<file path="config.mk">
export PLATFORM = sky130hd
export DESIGN_NAME = audio_level_event_detector
export DESIGN_NICKNAME = d
export VERILOG_FILES = /design/src/rtl/aled_pkg.sv /design/src/rtl/audio_level_event_detector.sv
export VERILOG_INCLUDE_DIRS = /design/src /design/src/rtl
export SDC_FILE = /design/constraint.sdc
export NUM_CORES = 1
export LEC_CHECK = 0
export ABC_AREA = 0
export BUFFER_PORTS_ARGS = -buffer_cell sky130_fd_sc_hd__buf_2
export CORE_ASPECT_RATIO = 0.75
export CORE_UTILIZATION = 23
export CTS_BUF_LIST = sky130_fd_sc_hd__clkbuf_4
export CTS_CLUSTER_DIAMETER = 50
export DETAILED_ROUTE_END_ITERATION = 12
export PLACE_DENSITY_LB_ADDON = 0.25
export SLEW_MARGIN = 30
export SYNTH_ARGS = -nofsm -noshare
export SYNTH_HDL_FRONTEND = slang
export SYNTH_SLANG_ARGS = --single-unit
</file>
<file path="constraint.sdc">
create_clock -name clk -period 22.6 [get_ports clk]
set_input_delay 2.26 -clock clk [delete_from_list [all_inputs] [get_ports clk]]
set_output_delay 2.26 -clock clk [all_outputs]
set_load 0.03 [all_outputs]
</file>
<file path="src/rtl/audio_level_event_detector_assert.svh">
// ----------------------------------------------------------------------------
// Assertion macros for the audio level event detector
// Shared concurrent assertion forms, clocked on the rising edge and disabled
// while the asynchronous reset is active.
// ----------------------------------------------------------------------------
`ifndef AUDIO_LEVEL_EVENT_DETECTOR_ASSERT_SVH
`define AUDIO_LEVEL_EVENT_DETECTOR_ASSERT_SVH

// Condition implies consequence in the same cycle
`define ALED_ASSERT_SAME(label, clk, rst_n, cond, cons) \
    label: assert property (@(posedge clk) disable iff (!rst_n) (cond) |-> (cons)) \
        else $error("same-cycle check failed");

// Condition implies consequence in the next cycle
`define ALED_ASSERT_NEXT(label, clk, rst_n, cond, cons) \
    label: assert property (@(posedge clk) disable iff (!rst_n) (cond) |=> (cons)) \
        else $error("next-cycle check failed");

`endif

</file>
<file path="src/rtl/aled_pkg.sv">
// ----------------------------------------------------------------------------
// Audio level event detector package
// Class and event codes, register indexes, reset values and the per-class
// sustain and hold times in milliseconds.
// ----------------------------------------------------------------------------
`default_nettype none

package aled_pkg;

    localparam int LevelW = 8;
    localparam int TimeW  = 32;
    localparam int HoldW  = 12;
    localparam int CfgIdxW = 2;

    typedef enum logic [1:0] {
        CLS_STANDARD = 2'd0,
        CLS_QUIET    = 2'd1,
        CLS_LOUD     = 2'd2
    } level_class_t;

    typedef enum logic [1:0] {
        EVT_NONE      = 2'd0,
        EVT_DECREASED = 2'd1,
        EVT_INCREASED = 2'd2,
        EVT_RETURN    = 2'd3
    } level_event_t;

    // Configuration register indexes
    localparam logic [CfgIdxW-1:0] REG_QUIET_FLOOR = 2'd0;
    localparam logic [CfgIdxW-1:0] REG_QUIET_PEAK  = 2'd1;
    localparam logic [CfgIdxW-1:0] REG_LOUD_FLOOR  = 2'd2;
    localparam logic [CfgIdxW-1:0] REG_LOUD_PEAK   = 2'd3;

    // Register reset values
    localparam logic [LevelW-1:0] QUIET_FLOOR_RST = 8'd18;
    localparam logic [LevelW-1:0] QUIET_PEAK_RST  = 8'd75;
    localparam logic [LevelW-1:0] LOUD_FLOOR_RST  = 8'd60;
    localparam logic [LevelW-1:0] LOUD_PEAK_RST   = 8'd95;

    // Sustain times per class
    localparam logic [TimeW-1:0] SUSTAIN_QUIET_MS    = 32'd600;
    localparam logic [TimeW-1:0] SUSTAIN_LOUD_MS     = 32'd200;
    localparam logic [TimeW-1:0] SUSTAIN_STANDARD_MS = 32'd1000;

    // Hold times loaded on confirmation
    localparam logic [HoldW-1:0] HOLD_QUIET_MS    = 12'd200;
    localparam logic [HoldW-1:0] HOLD_LOUD_MS     = 12'd800;
    localparam logic [HoldW-1:0] HOLD_STANDARD_MS = 12'd4000;

endpackage

`default_nettype wire

</file>
<file path="src/rtl/audio_level_event_detector.sv">
// ----------------------------------------------------------------------------
// Audio level event detector
// Classes each frame summary quiet, loud or standard, tracks a pending class
// with a sustain timer, confirms it once its sustain time and the last hold
// time have passed, and reports the confirmed class and the transition event.
//
//   channel   direction  handshake              payload
//   in        input      in_valid / in_ready    floor_level, peak_level, time_ms
//   out       output     out_valid / out_ready  level_class, level_event,
//                                               pending_class
//   cfg       input      cfg_write_en           cfg_index, cfg_data
//
// One frame per cycle sustained while the output is not stalled. The input
// register feeds the classify and confirm logic, which loads the result
// register and the timer state together.
// Reset clears the pipeline valids and loads the register and state defaults.
// A stalled result holds the result register; the input register still takes
// a frame while it is empty, then the input side stalls as well.
// ----------------------------------------------------------------------------
`default_nettype none

module audio_level_event_detector (
    input  wire logic                            clk,
    input  wire logic                            rst_n,
    input  wire logic                            in_valid,
    output logic                                 in_ready,
    input  wire logic [aled_pkg::LevelW-1:0]     floor_level,
    input  wire logic [aled_pkg::LevelW-1:0]     peak_level,
    input  wire logic [aled_pkg::TimeW-1:0]      time_ms,
    output logic                                 out_valid,
    input  wire logic                            out_ready,
    output logic [1:0]                           level_class,
    output logic [1:0]                           level_event,
    output logic [1:0]                           pending_class,
    input  wire logic                            cfg_write_en,
    input  wire logic [aled_pkg::CfgIdxW-1:0]    cfg_index,
    input  wire logic [aled_pkg::LevelW-1:0]     cfg_data
);

`include "audio_level_event_detector_assert.svh"

    // Configuration registers
    logic [aled_pkg::LevelW-1:0] quiet_floor_reg;
    logic [aled_pkg::LevelW-1:0] quiet_peak_reg;
    logic [aled_pkg::LevelW-1:0] loud_floor_reg;
    logic [aled_pkg::LevelW-1:0] loud_peak_reg;

    // Input register
    logic                        in_valid_reg;
    logic [aled_pkg::LevelW-1:0] floor_reg;
    logic [aled_pkg::LevelW-1:0] peak_reg;
    logic [aled_pkg::TimeW-1:0]  time_reg;

    // Detector state
    aled_pkg::level_class_t      confirmed_reg, confirmed_next;
    aled_pkg::level_class_t      candidate_reg;
    logic [aled_pkg::TimeW-1:0]  since_reg, since_next;
    logic [aled_pkg::TimeW-1:0]  confirmed_at_reg;
    logic [aled_pkg::HoldW-1:0]  hold_reg;

    // Result register
    logic                        out_valid_reg;
    aled_pkg::level_class_t      out_class_reg;
    aled_pkg::level_event_t      out_event_reg, event_next;
    aled_pkg::level_class_t      out_pending_reg;

    // Combinational work
    aled_pkg::level_class_t      cls;
    logic [aled_pkg::TimeW-1:0]  sustain;
    logic [aled_pkg::HoldW-1:0]  new_hold;
    logic [aled_pkg::TimeW-1:0]  diff_since, diff_conf;
    logic [aled_pkg::TimeW-1:0]  mag_since, mag_conf;
    logic                        confirm;
    logic                        work;

    // Handshake: advance the input register whenever the result can load
    assign work      = in_valid_reg && (!out_valid_reg || out_ready);
    assign in_ready  = !in_valid_reg || work;

    // Classify the frame; quiet wins over loud
    always_comb
    begin
        if (floor_reg <= quiet_floor_reg && peak_reg <= quiet_peak_reg)
        begin
            cls      = aled_pkg::CLS_QUIET;
            sustain  = aled_pkg::SUSTAIN_QUIET_MS;
            new_hold = aled_pkg::HOLD_QUIET_MS;
        end
        else if (floor_reg >= loud_floor_reg && peak_reg >= loud_peak_reg)
        begin
            cls      = aled_pkg::CLS_LOUD;
            sustain  = aled_pkg::SUSTAIN_LOUD_MS;
            new_hold = aled_pkg::HOLD_LOUD_MS;
        end
        else
        begin
            cls      = aled_pkg::CLS_STANDARD;
            sustain  = aled_pkg::SUSTAIN_STANDARD_MS;
            new_hold = aled_pkg::HOLD_STANDARD_MS;
        end
    end

    // Restart the sustain timer on a class change, then take elapsed magnitudes
    always_comb
    begin
        since_next = (cls != candidate_reg) ? time_reg : since_reg;
        diff_since = time_reg - since_next;
        diff_conf  = time_reg - confirmed_at_reg;
        mag_since  = diff_since[aled_pkg::TimeW-1] ? (~diff_since + 1'b1) : diff_since;
        mag_conf   = diff_conf[aled_pkg::TimeW-1]  ? (~diff_conf + 1'b1)  : diff_conf;
        confirm    = (mag_since > sustain) &&
                     (mag_conf > {{(aled_pkg::TimeW-aled_pkg::HoldW){1'b0}}, hold_reg});
        confirmed_next = confirm ? cls : confirmed_reg;
    end

    // Derive the transition event from old and new confirmed class
    always_comb
    begin
        if (confirmed_next == confirmed_reg)
            event_next = aled_pkg::EVT_NONE;
        else if (confirmed_reg == aled_pkg::CLS_STANDARD)
            event_next = (confirmed_next == aled_pkg::CLS_QUIET) ?
                         aled_pkg::EVT_DECREASED : aled_pkg::EVT_INCREASED;
        else
            event_next = aled_pkg::EVT_RETURN;
    end

    // Write configuration registers
    always_ff @(posedge clk or negedge rst_n)
    begin
        if (!rst_n)
        begin
            quiet_floor_reg <= aled_pkg::QUIET_FLOOR_RST;
            quiet_peak_reg  <= aled_pkg::QUIET_PEAK_RST;
            loud_floor_reg  <= aled_pkg::LOUD_FLOOR_RST;
            loud_peak_reg   <= aled_pkg::LOUD_PEAK_RST;
        end
        else if (cfg_write_en)
        begin
            unique case (cfg_index)
                aled_pkg::REG_QUIET_FLOOR: quiet_floor_reg <= cfg_data;
                aled_pkg::REG_QUIET_PEAK:  quiet_peak_reg  <= cfg_data;
                aled_pkg::REG_LOUD_FLOOR:  loud_floor_reg  <= cfg_data;
                aled_pkg::REG_LOUD_PEAK:   loud_peak_reg   <= cfg_data;
                default: ;
            endcase
        end
    end

    // Capture the input transfer
    always_ff @(posedge clk or negedge rst_n)
    begin
        if (!rst_n)
            in_valid_reg <= 1'b0;
        else if (in_ready)
            in_valid_reg <= in_valid;
    end

    always_ff @(posedge clk)
    begin
        if (in_valid && in_ready)
        begin
            floor_reg <= floor_level;
            peak_reg  <= peak_level;
            time_reg  <= time_ms;
        end
    end

    // Update detector state as each frame is worked
    always_ff @(posedge clk or negedge rst_n)
    begin
        if (!rst_n)
        begin
            confirmed_reg    <= aled_pkg::CLS_STANDARD;
            candidate_reg    <= aled_pkg::CLS_STANDARD;
            since_reg        <= '0;
            confirmed_at_reg <= '0;
            hold_reg         <= aled_pkg::HOLD_STANDARD_MS;
        end
        else if (work)
        begin
            candidate_reg <= cls;
            confirmed_reg <= confirmed_next;
            if (confirm)
            begin
                since_reg        <= time_reg;
                confirmed_at_reg <= time_reg;
                hold_reg         <= new_hold;
            end
            else
                since_reg <= since_next;
        end
    end

    // Load the result register; hold it while stalled
    always_ff @(posedge clk or negedge rst_n)
    begin
        if (!rst_n)
            out_valid_reg <= 1'b0;
        else if (!out_valid_reg || out_ready)
            out_valid_reg <= in_valid_reg;
    end

    always_ff @(posedge clk)
    begin
        if (work)
        begin
            out_class_reg   <= confirmed_next;
            out_event_reg   <= event_next;
            out_pending_reg <= cls;
        end
    end

    assign out_valid     = out_valid_reg;
    assign level_class   = out_class_reg;
    assign level_event   = out_event_reg;
    assign pending_class = out_pending_reg;

    // A class change is always a confirmation of the pending class
    `ALED_ASSERT_SAME(a_event_matches_pending, clk, rst_n,
        out_valid_reg && out_event_reg != aled_pkg::EVT_NONE,
        out_class_reg == out_pending_reg)

    // Decrease lands in quiet, increase lands in loud
    `ALED_ASSERT_SAME(a_event_direction, clk, rst_n,
        out_valid_reg && (out_event_reg == aled_pkg::EVT_DECREASED ||
                          out_event_reg == aled_pkg::EVT_INCREASED),
        (out_event_reg == aled_pkg::EVT_DECREASED && out_class_reg == aled_pkg::CLS_QUIET) ||
        (out_event_reg == aled_pkg::EVT_INCREASED && out_class_reg == aled_pkg::CLS_LOUD))

    // Input stalls only with both stages full and the output held
    `ALED_ASSERT_SAME(a_stall_cause, clk, rst_n,
        !in_ready,
        in_valid_reg && out_valid_reg && !out_ready)

    // Hold time is always one of the class values
    `ALED_ASSERT_SAME(a_hold_legal, clk, rst_n,
        1'b1,
        hold_reg == aled_pkg::HOLD_QUIET_MS || hold_reg == aled_pkg::HOLD_LOUD_MS ||
        hold_reg == aled_pkg::HOLD_STANDARD_MS)

    // A worked frame always yields a result next cycle
    `ALED_ASSERT_NEXT(a_work_gives_result, clk, rst_n,
        work,
        out_valid_reg)

endmodule

`default_nettype wire
</file>
==> results of run 1 <==
==> metrics by stage <==
stage	area, sq um	worst slack, ns
floorplan	13700	14.63
global placement	14900	13.14
detailed placement	14900	13.23
CTS	15200	13.17
global route	15300	12.31
finish	15300	13.01
==> Yosys cell counts (all sizes together), types with 6 or more instances <==
| cell | number |
|---|---|
| a311oi | 11 |
| or3 | 24 |
| nor2 | 89 |
| ha | 105 |
| xor2 | 31 |
| xnor2 | 47 |
| mux2 | 62 |
| o211ai | 12 |
| o21bai | 12 |
| nor3b | 7 |
| and3 | 21 |
| nand2b | 10 |
| o22ai | 6 |
| inv | 111 |
| nor2b | 22 |
| nand3 | 73 |
| clkbuf | 43 |
| o2111ai | 8 |
| and4 | 6 |
| a21oi | 95 |
| a31oi | 16 |
| a21o | 38 |
| dfrtp | 87 |
| a211o | 11 |
| a211oi | 20 |
| o31ai | 14 |
| dfstp | 19 |
| o21a | 11 |
| edfxtp | 54 |
| nand2 | 87 |
| a2111oi | 8 |
| and2 | 25 |
| nor3 | 45 |
| nand4 | 26 |
| a41oi | 7 |
| o21ai | 108 |
| a22oi | 8 |
| buf | 14 |
| or2 | 11 |
| nor4 | 15 |
| mux2i | 38 |
==> critical path: cells and delay by family (launching register included) <==
| family | cells | cell delay [ns] |
|---|---|---|
| multiplexers | 1 | 0.34 |
| AND/OR/NAND/NOR | 6 | 1.88 |
| XOR/XNOR | 2 | 0.83 |
| buffers and inverters | 5 | 0.73 |
| adder cells (fa/ha/maj) | 4 | 1.10 |
| flip-flops | 1 | 0.55 |
| AO/OA/AOI/OAI | 13 | 3.99 |
==> logic make-up (layout without fill, tap and decap cells) <==
logic type	after synthesis	count (layout)	share of synthesized area (%)
AO/OA/AOI/OAI	440	440	21.9
other	0	7	0
multiplexers	100	100	7.86
AND/OR/NAND/NOR	488	488	19.3
XOR/XNOR	78	78	4.98
flip-flops	160	160	31.3
adder cells (fa/ha/maj)	106	106	9.72
buffers and inverters	168	227	4.91
==> cell type report <==
class | count | area [sq um] | area share [%]
multi-input combinational | 1212 | 8770 | 57.4
clock inverter | 15 | 169 | 1.11
inverter | 111 | 417 | 2.73
clock buffer | 17 | 128 | 0.835
sequential | 160 | 4300 | 28.1
timing repair buffer | 84 | 498 | 3.26
tap | 790 | 988 | 6.47
antenna | 7 | 17.5 | 0.115
==> power groups by stage <==
stage / Clock (mW) / Sequential, mW / Combinational [mW]
CTS: 0.193 / 0.385 / 1.22
global placement: 0 / 0.390 / 1.21
floorplan: 0 / 0.380 / 0.916
finish: 0.183 / 0.384 / 1.24
detailed placement: 0 / 0.390 / 1.21
global route: 0.204 / 0.391 / 1.37
==> metal layers <==
metal	up-vias	global-route usage (%)	wire length, um
li1	5890	-	-
met1	5817	22.2	22600
met2	377	19.0	16100
met3	29	2.70	2800
met4	0	3.13	523
met5	-	0	0
==> worst max-delay path by stage <==
stage	from	endpoint	slack (ns)	cells after the start
after global placement	quiet_floor_reg[4]$_DFFE_PN1P_	since_reg[28]$_DFFE_PN0P_	13.14	31
after floorplan	quiet_floor_reg[4]$_DFFE_PN1P_	since_reg[14]$_DFFE_PN0P_	14.63	33
after detailed placement	quiet_floor_reg[4]$_DFFE_PN1P_	since_reg[24]$_DFFE_PN0P_	13.23	33
final	quiet_floor_reg[4]$_DFFE_PN1P_	since_reg[25]$_DFFE_PN0P_	13.01	31
after CTS	quiet_floor_reg[4]$_DFFE_PN1P_	since_reg[31]$_DFFE_PN0P_	13.17	33
after global routing	quiet_floor_reg[4]$_DFFE_PN1P_	since_reg[31]$_DFFE_PN0P_	12.31	32
==> impl_metrics.json, run 1 <==
{
  "cp.required_ns": 23.17,
  "numCtsBuffers": 17,
  "io_pins": 71,
  "clock-sinks": 160,
  "cts-root-buf": "clkbuf_4",
  "yosysSeqAreaShare_pct": 31.3,
  "grt_pass1_wl_um": 66900,
  "drt_pass1_iterations": 5,
  "postRouteAntennaNets": 0,
  "whs_path_depth": 1,
  "post-route-period-util_pct": 42.4,
  "cts.htree.levels": 4,
  "antenna_found_initial": 2,
  "cap_viol_max_count": 0,
  "post_cts_buffers": 0,
  "grt_max_degree": 65,
  "seq_power_share_pct": 21.3,
  "synth_edf_count": 54,
  "yosys_warnings": 0,
  "track_usage_pct": 14.0,
  "start_util_pct": 23.3,
  "reg2reg_slack_ns": 13.01,
  "hold_viol": 0,
  "synth_cell_types": 96,
  "worstReg2RegEnd": "since_reg[25]$_DFFE_PN0P_",
  "gr-total-overflow": 0,
  "fin_skew_ns": 0.0353,
  "powerDensity_nw_per_um2": 118,
  "cts_buffer_depth": 2,
  "grt_pass1_vias": 11300,
  "viasPerCell": 5.06,
  "synth_top_area_share_pct": 15.9,
  "syn_area_sq_um": 13700,
  "critPathKind": "flip-flop to flip-flop",
  "power_frac_clock_pct": 10.2,
  "clock_latency_ns": 0.69,
  "place_congestion": 0.898,
  "status": "complete, no violations",
  "finalNonFillerCells": 2396,
  "ctsResizeCount": 0,
  "worstSetupStartpointType": "flip-flop",
  "fmax_ghz": 0.104,
  "r2r_cells": 31,
  "synth_fp_nets": 1709,
  "design.die.area_sq_um": 60700,
  "total_power_mw": 1.81,
  "critical_path.most_common_cell": "ha_1",
  "cp-end-kind": "flip-flop",
  "io_buffer_count": 70,
  "synth-main-ff-cell": "dfrtp_1",
  "place_inst": 2356,
  "cts_tree": "yes",
  "combPwrFrac_pct": 68.6,
  "detailed_place_hpwl_um": 33000,
  "final_common_cell": "inv_1",
  "hold_ws_ns": 0.514,
  "final_layout_size_suffix_gt1_share_pct": 13.1,
  "fin_nets": 1755,
  "period_minus_slack_ns": 9.59,
  "setup_viol": 0,
  "drt_iter0_drc": 977,
  "async_flop_share_pct": 66.3,
  "nFillCells": 6434,
  "swShare_pct": 52.3,
  "path_max_fanout": 36,
  "vias": 12100,
  "hold_path.class": "flip-flop to flip-flop",
  "critical_path_arrival_ns": 10.16,
  "switchingPower_uw": 944,
  "slowest_stage": "a2111oi_2",
  "path_clk_slew_ns": 0.16,
  "synthCells": 1540,
  "drc": 0,
  "routed_wirelength_um": 42100,
  "mostFrequentLayoutCells": "inv_1, ha_1, a21oi_1",
  "rows": 77,
  "tightest_slew_ns": 0.943,
  "cts_hold_buffers": 0,
  "hold_path_startpoint": "since_reg[23]$_DFFE_PN0P_",
  "rsz0062_at_grt": "false",
  "rr_startpoint": "quiet_floor_reg[4]$_DFFE_PN1P_",
  "ys_top_cells_by_area": "dfrtp_1, edfxtp_1, ha_1",
  "final_util_pct": 25.9,
  "die_h_um": 214,
  "wl_per_cell_um": 17.6,
  "avgSynthCellArea_sq_um": 8.91,
  "synth_area_leader_cell": "dfrtp_1",
  "vdd_drop_max_uv": 50.6,
  "p_leak_nw": 6.29,
  "slowest_delay_ns": 0.84,
  "ys_ff_latch": 160,
  "relSlewSlack_pct": 36.3,
  "area_growth_pct": 11.4,
  "p_int_uw": 862,
  "die_w_um": 284,
  "drv_slew": 0,
  "hold_path_end": "since_reg[23]$_DFFE_PN0P_",
  "coreArea_sq_um": 59000,
  "fin_setup_tns_ns": 0
}
Note: power is estimated with default switching activity, not from simulation.
==> run 2, diff against run 1 <==
Clock period 22.6 ns to 8.4 ns, I/O delays scaled along.
==> impl_metrics.json, run 2 (same netlist as run 1, synthesis figures left out) <==
{
  "combPwrFrac_pct": 69.7,
  "path_max_fanout": 15,
  "final_common_cell": "inv_1",
  "die_w_um": 284,
  "swShare_pct": 51.0,
  "setup_viol": 0,
  "rsz0062_at_grt": "false",
  "viasPerCell": 5.07,
  "clock_latency_ns": 0.67,
  "period_minus_slack_ns": 7.86,
  "drt_iter0_drc": 1140,
  "post_cts_buffers": 0,
  "mostFrequentLayoutCells": "inv_1, ha_1, a21oi_1",
  "path_clk_slew_ns": 0.16,
  "startpoint": "quiet_floor_reg[4]$_DFFE_PN1P_",
  "power_frac_clock_pct": 10.0,
  "drv_slew": 0,
  "grt_pass1_vias": 11700,
  "cap_viol_max_count": 0,
  "seq_power_share_pct": 20.2,
  "track_usage_pct": 14.6,
  "fmax_ghz": 0.127,
  "place_inst": 2411,
  "finalNonFillerCells": 2446,
  "fin_setup_tns_ns": 0,
  "detailed_place_hpwl_um": 34800,
  "p_int_mw": 2.50,
  "io_buffer_count": 70,
  "area_growth_pct": 14.9,
  "cp-end-kind": "flip-flop",
  "critical_path.most_common_cell": "buf_4",
  "design.die.area_sq_um": 60700,
  "die_h_um": 214,
  "cts_tree": "yes",
  "nFillCells": 6337,
  "rr_startpoint": "quiet_floor_reg[4]$_DFFE_PN1P_",
  "cts.htree.levels": 4,
  "drc": 0,
  "hold_viol": 0,
  "powerDensity_nw_per_um2": 324,
  "gr-total-overflow": 0,
  "wl_per_cell_um": 18.0,
  "status": "complete, no violations",
  "switchingPower_mw": 2.60,
  "ctsResizeCount": 0,
  "critical_path_arrival_ns": 8.30,
  "clock-sinks": 160,
  "antenna_found_initial": 4,
  "final_layout_size_suffix_gt1_share_pct": 16.2,
  "place_congestion": 0.879,
  "routed_wirelength_um": 43900,
  "vdd_drop_max_uv": 138,
  "start_util_pct": 23.3,
  "coreArea_sq_um": 59000,
  "fin_skew_ns": 0.0297,
  "vias": 12400,
  "p_leak_nw": 6.60,
  "post-route-period-util_pct": 93.6,
  "tightest_slew_ns": 0.949,
  "grt_pass1_wl_um": 69200,
  "hold_path.class": "primary input to async pin",
  "relSlewSlack_pct": 36.3,
  "cts_buffer_depth": 2,
  "critPathKind": "flip-flop to flip-flop",
  "postRouteAntennaNets": 0,
  "fin_nets": 1809,
  "io_pins": 71,
  "cts_hold_buffers": 0,
  "grt_max_degree": 70,
  "numCtsBuffers": 17,
  "worstSetupStartpointType": "flip-flop",
  "slowest_stage": "dfstp_2",
  "rows": 77,
  "cts-root-buf": "clkbuf_4",
  "drt_pass1_iterations": 5,
  "cp.required_ns": 8.84,
  "slowest_delay_ns": 0.55
}
[run 2: per-stage QoR]
stage                     instance area (sq um)  setup slack [ns]  util (%)  hold WS [ns]  total power, mW
after floorplan                           13700             0.425         -         0.449             3.49
after global placement                    15400             0.245      26.1         0.472             4.49
after detailed placement                  15400             0.288      26.2         0.480             4.52
after CTS                                 15700             0.226      26.7        0.0617             5.06
after global routing                      15800            0.0284      26.7        0.0725             5.51
final                                     15800             0.536      26.7         0.117             5.10
[run 2: area by class of cell]
cell class / count / area, sq um / share of cell area (%)
antenna: 3 / 7.51 / 0.0476
clock buffer: 18 / 135 / 0.857
clock inverter: 14 / 163 / 1.03
inverter: 111 / 417 / 2.64
multi-input combinational: 1212 / 8800 / 55.8
sequential: 160 / 4300 / 27.3
tap: 790 / 988 / 6.27
timing repair buffer: 138 / 957 / 6.07
[run 2: worst paths after layout]
check / to / slack, ns / cells after the start
hold reg to reg: since_reg[20]$_DFFE_PN0P_ / 0.51 / 1
max in group asynchronous: confirmed_at_reg[26]$_DFFE_PN0P_ / 7.20 / 2
hold / removal: loud_floor_reg[6]$_DFFE_PN0P_ / 0.12 / 1
min in group clk: time_reg[9]$_DFFE_PP_ / 0.33 / 1
setup / recovery: level_class[1]$_DFFE_PP_ / 0.54 / 30
setup reg to reg: level_class[1]$_DFFE_PP_ / 0.54 / 30
[run 2: worst max-delay path: cells and delay by family, from the launching register on]
family,cells,cell delay [ns]
simple gates,7,1.66
mux,4,1.20
fa+ha+maj,2,0.51
compound gates,12,2.87
flops,1,0.55
buf+inv,5,0.83
[run 2: power by group through the flow]
| stage | Sequential [mW] | Combinational [mW] | Clock, mW |
|---|---|---|---|
| 2_1_floorplan | 1.02 | 2.46 | 0 |
| 3_3_place_gp | 1.05 | 3.44 | 0 |
| 3_5_place_dp | 1.05 | 3.47 | 0 |
| 4_1_cts | 1.03 | 3.49 | 0.536 |
| 5_1_grt | 1.05 | 3.90 | 0.563 |
| 6_report | 1.03 | 3.56 | 0.512 |
[run 2: per-layer routing]
metal	wire, um	global-route usage (%)
met1	23500	22.5
met3	2610	3.07
met2	17500	20.7
met5	0	0
met4	346	2.71
